`config.mk`:
```
export PLATFORM = sky130hd
export DESIGN_NAME = cube_map_face_uv_select
export DESIGN_NICKNAME = d
export VERILOG_FILES = /design/src/hw/rtl/cmfuv_pkg.sv /design/src/hw/rtl/cube_map_face_uv_select.sv
export VERILOG_INCLUDE_DIRS = /design/src /design/src/hw/rtl
export SDC_FILE = /design/constraint.sdc
export NUM_CORES = 2
export LEC_CHECK = 0
export BUFFER_PORTS_ARGS = -buffer_cell sky130_fd_sc_hd__buf_4
export CAP_MARGIN = 10
export CELL_PAD_IN_SITES_DETAIL_PLACEMENT = 1
export CELL_PAD_IN_SITES_GLOBAL_PLACEMENT = 1
export CORE_MARGIN = 2
export CORE_UTILIZATION = 53
export CTS_CLUSTER_DIAMETER = 100
export DETAILED_ROUTE_END_ITERATION = 7
export PLACE_DENSITY = 0.88
export SLEW_MARGIN = 0
export SYNTH_ARGS = -nofsm -noshare
export SYNTH_HDL_FRONTEND = slang
export SYNTH_SLANG_ARGS = --single-unit
export TNS_END_PERCENT = 50
```
`constraint.sdc`:
```
create_clock -name clk -period 46.3 [get_ports clk]
set_input_delay 4.63 -clock clk [delete_from_list [all_inputs] [get_ports clk]]
set_output_delay 4.63 -clock clk [all_outputs]
set_load 0.01 [all_outputs]
```
`src/hw/rtl/cube_map_face_uv_select_macros.svh`:
```
// ----------------------------------------------------------------------------
// Assertion macros for the cube map face select block
// Concurrent checks that compile away when SYNTHESIS is defined.
// ----------------------------------------------------------------------------
`ifndef CUBE_MAP_FACE_UV_SELECT_MACROS_SVH
`define CUBE_MAP_FACE_UV_SELECT_MACROS_SVH

`ifndef SYNTHESIS

// Property holds at every clock edge outside reset.
`define CMF_ASSERT(label, clk, rst, prop) \
  label: assert property (@(posedge clk) disable iff (rst) prop) \
    else $error("cube map face select: check failed");

// Consequent holds in the cycle after the antecedent.
`define CMF_ASSERT_NEXT(label, clk, rst, ante, cons) \
  label: assert property (@(posedge clk) disable iff (rst) (ante) |=> (cons)) \
    else $error("cube map face select: next-cycle check failed");

`else

`define CMF_ASSERT(label, clk, rst, prop)
`define CMF_ASSERT_NEXT(label, clk, rst, ante, cons)

`endif

`endif

```
`src/hw/rtl/cmfuv_pkg.sv`:
```
// ----------------------------------------------------------------------------
// Cube map face select package
// Face codes shared by the block and its users.
// ----------------------------------------------------------------------------
package cmfuv_pkg;

  typedef enum logic [2:0] {
    FACE_POS_X = 3'd0,
    FACE_NEG_X = 3'd1,
    FACE_POS_Y = 3'd2,
    FACE_NEG_Y = 3'd3,
    FACE_POS_Z = 3'd4,
    FACE_NEG_Z = 3'd5
  } face_t;

endpackage

```
`src/hw/rtl/cube_map_face_uv_select.sv`:
```
// ----------------------------------------------------------------------------
// Cube map face and coordinate select
// Picks the major-axis face of a direction vector and maps the two
// face-local coordinates into unsigned fixed point through a pipelined
// restoring divider.
// ----------------------------------------------------------------------------
//
//   channel | signals                                   | dir
//   --------+-------------------------------------------+-----
//   input   | in_valid, in_stall, dir_x, dir_y, dir_z    | in
//   output  | out_valid, out_stall, face_index, tex_u,   | out
//           | tex_v, zero_direction                     |
//
// One transaction enters per cycle while no result is held at the output.
// The depth is set by the divider, which retires one quotient bit per
// fraction stage (COORD_WIDTH - 1 fraction stages after one integer
// stage that yields the integer part).
// Reset clears all valid bits together; no clearing pass is needed.
// A stalled result holds the whole pipeline in place; bubbles ahead of it
// keep flowing in only when the output side moves.
//
`include "cube_map_face_uv_select_macros.svh"

module cube_map_face_uv_select #(
  parameter int COMPONENT_WIDTH = 16,
  parameter int COORD_WIDTH     = 16
) (
  input  logic                       clk,
  input  logic                       rst,

  input  logic                       in_valid,
  output logic                       in_stall,
  input  logic [COMPONENT_WIDTH-1:0] dir_x,
  input  logic [COMPONENT_WIDTH-1:0] dir_y,
  input  logic [COMPONENT_WIDTH-1:0] dir_z,

  output logic                       out_valid,
  input  logic                       out_stall,
  output logic [2:0]                 face_index,
  output logic [COORD_WIDTH-1:0]     tex_u,
  output logic [COORD_WIDTH-1:0]     tex_v,
  output logic                       zero_direction
);

  import cmfuv_pkg::*;

  localparam int CW = COMPONENT_WIDTH;
  localparam int CO = COORD_WIDTH;
  // Fraction stages of the divider.
  localparam int NF = CO - 1;
  // Quotient width: two integer bits plus NF fraction bits.
  localparam int QW = CO + 1;
  // abs, select, offset, integer divide, NF fraction stages, output.
  localparam int NS = CO + 4;

  // --------------------------------------------------------------------------
  // Pipeline control: one enable for every stage. Advance unless the result
  // at the output is held by the consumer.
  // --------------------------------------------------------------------------
  logic          en;
  logic [NS-1:0] vld;

  assign en       = !(vld[NS-1] && out_stall);
  assign in_stall = !en;

  always_ff @(posedge clk) begin
    if (rst) begin
      vld <= '0;
    end else if (en) begin
      vld <= {vld[NS-2:0], in_valid};
    end
  end

  // --------------------------------------------------------------------------
  // Stage 1: hold the components and their magnitudes. The most negative
  // value maps to 2^(CW-1), which still fits an unsigned CW-bit word.
  // --------------------------------------------------------------------------
  logic [CW-1:0] s1_x, s1_y, s1_z;
  logic [CW-1:0] s1_ax, s1_ay, s1_az;

  always_ff @(posedge clk) begin
    if (en) begin
      s1_x  <= dir_x;
      s1_y  <= dir_y;
      s1_z  <= dir_z;
      s1_ax <= dir_x[CW-1] ? ((~dir_x) + CW'(1)) : dir_x;
      s1_ay <= dir_y[CW-1] ? ((~dir_y) + CW'(1)) : dir_y;
      s1_az <= dir_z[CW-1] ? ((~dir_z) + CW'(1)) : dir_z;
    end
  end

  // --------------------------------------------------------------------------
  // Stage 2: pick the face. Z beats Y beats X on ties; a zero component
  // counts as negative. Coordinates are kept as CW+1 bit two's complement
  // so that negating the most negative value does not wrap.
  // --------------------------------------------------------------------------
  logic [CW:0]   xe, ye, ze, xn, zn;
  logic          x_pos, y_pos, z_pos;
  logic          sel_y, sel_z;
  logic [CW-1:0] m_sel;
  logic [CW:0]   sc_sel, tc_sel;
  face_t         face_sel;

  assign xe    = {s1_x[CW-1], s1_x};
  assign ye    = {s1_y[CW-1], s1_y};
  assign ze    = {s1_z[CW-1], s1_z};
  assign xn    = (~xe) + (CW+1)'(1);
  assign zn    = (~ze) + (CW+1)'(1);
  assign x_pos = !s1_x[CW-1] && (|s1_x);
  assign y_pos = !s1_y[CW-1] && (|s1_y);
  assign z_pos = !s1_z[CW-1] && (|s1_z);
  assign sel_z = (s1_az >= s1_ax) && (s1_az >= s1_ay);
  assign sel_y = (s1_ay >= s1_ax) && (s1_ay >= s1_az);

  always_comb begin
    priority if (sel_z) begin
      m_sel    = s1_az;
      tc_sel   = ye;
      sc_sel   = z_pos ? xe : xn;
      face_sel = z_pos ? FACE_POS_Z : FACE_NEG_Z;
    end else if (sel_y) begin
      m_sel    = s1_ay;
      sc_sel   = xe;
      tc_sel   = y_pos ? zn : ze;
      face_sel = y_pos ? FACE_POS_Y : FACE_NEG_Y;
    end else begin
      m_sel    = s1_ax;
      tc_sel   = ye;
      sc_sel   = x_pos ? zn : ze;
      face_sel = x_pos ? FACE_POS_X : FACE_NEG_X;
    end
  end

  logic [CW-1:0] s2_m;
  logic [CW:0]   s2_sc, s2_tc;
  face_t         s2_face;
  logic          s2_zero;

  always_ff @(posedge clk) begin
    if (en) begin
      s2_m    <= m_sel;
      s2_sc   <= sc_sel;
      s2_tc   <= tc_sel;
      s2_face <= face_sel;
      s2_zero <= (m_sel == '0);
    end
  end

  // --------------------------------------------------------------------------
  // Stage 3: offset each coordinate by the major magnitude. The true value
  // lies in [0, 2m], so the sum wraps harmlessly in CW+1 bits.
  // --------------------------------------------------------------------------
  logic [CW-1:0] s3_m;
  logic [CW:0]   s3_nu, s3_nv;
  face_t         s3_face;
  logic          s3_zero;

  always_ff @(posedge clk) begin
    if (en) begin
      s3_m    <= s2_m;
      s3_nu   <= s2_sc + {1'b0, s2_m};
      s3_nv   <= s2_tc + {1'b0, s2_m};
      s3_face <= s2_face;
      s3_zero <= s2_zero;
    end
  end

  // --------------------------------------------------------------------------
  // Divider. Index 0 holds the integer part (0, 1 or 2, as n <= 2m); each
  // following index retires one fraction bit for both coordinates.
  // --------------------------------------------------------------------------
  logic [CW-1:0] dm   [0:NF];
  logic [CW-1:0] dru  [0:NF];
  logic [CW-1:0] drv  [0:NF];
  logic [QW-1:0] dqu  [0:NF];
  logic [QW-1:0] dqv  [0:NF];
  face_t         dface[0:NF];
  logic          dzero[0:NF];

  logic [CW:0]   m_ext, m_dbl;
  logic [CW:0]   nu_sub, nv_sub;

  assign m_ext  = {1'b0, s3_m};
  assign m_dbl  = {s3_m, 1'b0};
  assign nu_sub = s3_nu - m_ext;
  assign nv_sub = s3_nv - m_ext;

  always_ff @(posedge clk) begin
    if (en) begin
      dm[0]    <= s3_m;
      dface[0] <= s3_face;
      dzero[0] <= s3_zero;
      priority if (s3_nu >= m_dbl) begin
        dqu[0] <= QW'(2);
        dru[0] <= '0;
      end else if (s3_nu >= m_ext) begin
        dqu[0] <= QW'(1);
        dru[0] <= nu_sub[CW-1:0];
      end else begin
        dqu[0] <= '0;
        dru[0] <= s3_nu[CW-1:0];
      end
      priority if (s3_nv >= m_dbl) begin
        dqv[0] <= QW'(2);
        drv[0] <= '0;
      end else if (s3_nv >= m_ext) begin
        dqv[0] <= QW'(1);
        drv[0] <= nv_sub[CW-1:0];
      end else begin
        dqv[0] <= '0;
        drv[0] <= s3_nv[CW-1:0];
      end
    end
  end

  for (genvar k = 0; k < NF; k++) begin : g_frac
    logic [CW:0] ru2, rv2, mk, ru_sub, rv_sub;
    logic        bu, bv;

    // Shift the partial remainder up, subtract the divisor when it fits.
    assign ru2    = {dru[k], 1'b0};
    assign rv2    = {drv[k], 1'b0};
    assign mk     = {1'b0, dm[k]};
    assign ru_sub = ru2 - mk;
    assign rv_sub = rv2 - mk;
    assign bu     = (ru2 >= mk);
    assign bv     = (rv2 >= mk);

    always_ff @(posedge clk) begin
      if (en) begin
        dm[k+1]    <= dm[k];
        dface[k+1] <= dface[k];
        dzero[k+1] <= dzero[k];
        dqu[k+1]   <= {dqu[k][QW-2:0], bu};
        dqv[k+1]   <= {dqv[k][QW-2:0], bv};
        dru[k+1]   <= bu ? ru_sub[CW-1:0] : ru2[CW-1:0];
        drv[k+1]   <= bv ? rv_sub[CW-1:0] : rv2[CW-1:0];
      end
    end
  end

  // --------------------------------------------------------------------------
  // Output stage: saturate a quotient of exactly two to all ones, and force
  // the all-zero direction to face -Z with zero coordinates.
  // --------------------------------------------------------------------------
  logic [CO-1:0] sat_u, sat_v;

  assign sat_u = dqu[NF][CO] ? '1 : dqu[NF][CO-1:0];
  assign sat_v = dqv[NF][CO] ? '1 : dqv[NF][CO-1:0];

  face_t         out_face;
  logic [CO-1:0] out_u, out_v;
  logic          out_zero;

  always_ff @(posedge clk) begin
    if (en) begin
      out_face <= dzero[NF] ? FACE_NEG_Z : dface[NF];
      out_u    <= dzero[NF] ? '0 : sat_u;
      out_v    <= dzero[NF] ? '0 : sat_v;
      out_zero <= dzero[NF];
    end
  end

  assign out_valid      = vld[NS-1];
  assign face_index     = out_face;
  assign tex_u          = out_u;
  assign tex_v          = out_v;
  assign zero_direction = out_zero;

  // --------------------------------------------------------------------------
  // Checks
  // --------------------------------------------------------------------------
  `CMF_ASSERT(a_zero_forces_result, clk, rst, (out_valid && zero_direction) |-> ((face_index == FACE_NEG_Z) && (tex_u == '0) && (tex_v == '0)))
  `CMF_ASSERT_NEXT(a_stall_freezes_pipe, clk, rst, (out_valid && out_stall), $stable(vld))
  `CMF_ASSERT(a_divisor_nonzero, clk, rst, (vld[3] && !dzero[0]) |-> (dm[0] != '0))
  `CMF_ASSERT(a_quotient_bounded, clk, rst, (vld[NS-2] && !dzero[NF] && dqu[NF][CO]) |-> (dqu[NF][CO-1:0] == '0))

endmodule

```
==> impl_metrics.csv <==
group,metric,value,unit
timing,hold_viol,0,
critical_path,critPathMostFrequentCell,"buf_4",
clock_tree,clk_pin_slew,0.06,ns
synthesis,mappedNetlistNets,7062,
synthesis,synth_xor_area_frac,0.0482,
timing,setup_viol,0,
timing,fin_tns_setup,0,ns
critical_path,crit_type,"input pin to primary output",
synthesis,synth_ff_type,"edfxtp_1",
detailed_routing,antenna_left,0,
synthesis,synthSimpleGateAreaFrac,0.114,
layout,n_antenna_cell,0,
min_path,hold_class,"flip-flop to flip-flop",
floorplan,num_rows,136,
synthesis,synth_area_leaders,"edfxtp_1 (54%), ha_1 (11%), nor2_1 (2.8%)",
job,maxCapViolCount,0,
timing,max_slew_margin,0.207,
detailed_routing,vias,53300,
synthesis,netlist.area_leader.share,0.541,
synthesis,synth_compound_area_frac,0.133,
grt,grt-ovfl-total,0,
critical_path,critPathRequiredTime,41.67,ns
layout,drive_gt1_frac,0.0831,
place,place_ws,36.36,ns
timing,fmax,101,MHz
synthesis,synth_adder_area_share,0.116,
floorplan,initial_core_util,0.535,
clock_tree,postCtsHoldBufs,0,
critical_path,crit_chain,"buf_4, nand2_2, inv_1, buf_4, buf_4",
synthesis,synth-seq-cells,1345,
synthesis,yosysSeqAreaShare,0.546,
critical_path,path_buf_inv,4,
synthesis,syn_avg_cell_area,11.6,sq um
floorplan,top_level_ports,90,
floorplan,die_area,142000,sq um
layout,nFillCells,14000,
grt,grt_pass1_vias,56000,
layout,num-nets-final,7256,
synthesis,yosys-mux-area-fraction,0.0154,
timing,worst_slack,36.36,ns
clock_tree,cts_setup_buffers,0,
timing,rsz0062_at_grt,"false",
clock_tree,cts_buffers,149,
clock_tree,cts.sinks,1345,
timing,min_period,9.94,ns
grt,grt_pass1_wl,333000,um
place,io_buffers,89,
timing,worst-slew-pin-transition,1.19,ns
clock_tree,clockRootBuffer,"clkbuf_16",
grt,antenna_found_initial,3,
synthesis,syn_area,73600,sq um
critical_path,worstPathArrival,5.31,ns
critical_path,crit_family,"buffers and inverters",
synthesis,synth_top_family_by_area,"compound AO/OA/AOI/OAI gates",
clock_tree,cts_resized,0,
grt,grt_util_all_layers,0.303,
detailed_routing,drc,0,
floorplan,core-area,138000,sq um
clock_tree,cts_buffer_depth,3,
floorplan,die_height,377,um
timing,post-route-period-util,0.215,
critical_path,worst_setup_path_end_kind,"primary output",
synthesis,synth_edf_count,1325,
floorplan,die_w,377,um
critical_path,cp_slowest_cell,"buf_4",
place,placedCellCount,8182,
timing,finClkSkew,0.0369,ns
detailed_routing,drt-total-wl,216000,um
critical_path,critPathMaxStageDelay,0.29,ns
detailed_routing,drt-wirelength-per-cell,25.6,um
synthesis,yosys_warnings,0,
detailed_routing,first_pass_iters,6,
place,dp_hpwl,158000,um
synthesis,synth_area_leader_cell,"edfxtp_1",
grt,grt_max_degree,190,
synthesis,synthCells,6349,
critical_path,path_max_fanout,24,
layout,syn2layout_area_growth,10.8,%
run_status,status,"complete, no violations",
synthesis,async_flop_share,0,
clock_tree,clk_latency,0.81,ns
synthesis,yosys.cell_types.count,70,
place,gp_congestion,0.931,
critical_path,start_kind,"input pin",
timing,slew_violations,0,
clock_tree,htreeDepth,4,
detailed_routing,drtIter0Drc,5238,
clock_tree,tritoncts,"built",
detailed_routing,vias_per_cell,6.30,
layout,finalNonFillerCells,8457,
worst paths after layout:
path	from	slack, ns	endpoint	depth (start not counted)
setup / recovery	out_stall	36.36	in_stall	5
hold / removal	dqv[1][2]$_DFFE_PN_	0.40	dqv[2][3]$_DFFE_PN_	0
setup reg to reg	s1_z[0]$_DFFE_PN_	41.50	s2_sc[10]$_DFFE_PN_	13
hold reg to reg	dqv[1][2]$_DFFE_PN_	0.40	dqv[2][3]$_DFFE_PN_	0
flip-flops by register name, indices dropped and copies added, names as in the netlist, 15 cells and up:
name and cells:
s2_tc 17, s3_nu 17, dqv 152, dzero 16, tex_u 16, s1_ay 15, dqu 152, vld 20
s1_ax 15, tex_v 16, s3_nv 17, s1_az 15, s2_m 16, s1_z 16, drv 240, dm 240
dru 240, s1_y 16, dface 48, s1_x 16, s3_m 16, s2_sc 17
layout make-up:
class                      count  area, sq um  share of cell area
sequential                  1345        40200               0.493
timing repair buffer         142         1120              0.0138
clock inverter                94          911              0.0112
clock buffer                 177         3920              0.0480
inverter                     445         1670              0.0205
tap                         1794         2240              0.0275
multi-input combinational   4460        31500               0.386
per-layer routing:
layer | part of all wire | routed length [um] | track usage
met3 | 0.060 | 13100 | 0.0416
met1 | 0.42 | 90100 | 0.401
met5 | 0.00021 | 46 | 0
met2 | 0.48 | 104000 | 0.504
met4 | 0.041 | 8880 | 0.121
worst register-to-register path: cells and delay by family, from the launching register on:
family / cells / cell delay (ns)
AND/OR/NAND/NOR: 8 / 2.91
flip-flops: 1 / 0.50
AO/OA/AOI/OAI: 2 / 0.48
adder cells (fa/ha/maj): 2 / 0.45
buffers and inverters: 1 / 0.16
cells by family (layout without fill, tap and decap cells):
logic type / after synthesis / count (layout)
mux: 102 / 102
fa+ha+maj: 661 / 661
simple gates: 1808 / 1808
compound gates: 1484 / 1484
xor+xnor: 405 / 405
buf+inv: 544 / 858
flops: 1345 / 1345
metrics by stage:
stage                     hold WS, ns  cell area, sq um   util
after CTS                       0.399             81500  0.592
after detailed placement        0.405             76600  0.557
after floorplan                 0.400             73600      -
after global routing            0.401             81500  0.592
after global placement          0.400             76600  0.557
final                           0.398             81500  0.592
cells in the final DEF (no fill, tap or decap), types with 93 or more instances in the layout:
cell	netlist	routed
edfxtp_1	1325	1325
ha_1	629	629
nor2_1	541	540
nand2_1	538	536
inv_1	444	444
a21oi_1	400	399
o21ai_0	287	287
xnor2_1	204	204
xor2_1	201	201
clkbuf_16	0	151
nor3_1	148	148
buf_4	0	136
a21o_1	133	133
o21a_1	103	103
nand3_1	98	98
a21boi_0	93	93
synth_stat cells (all sizes together), types with 93 or more instances:
| master | n |
|---|---|
| or3 | 93 |
| a21o | 133 |
| o21a | 103 |
| nor2 | 541 |
| ha | 629 |
| o21ai | 314 |
| xnor2 | 204 |
| nor3 | 148 |
| nand2 | 538 |
| inv | 444 |
| edfxtp | 1325 |
| xor2 | 201 |
| a21boi | 93 |
| nand3 | 98 |
| a21oi | 401 |
Power is not shown: default switching activity piles up to over one toggle a cycle in this logic, so the estimate is an artifact.
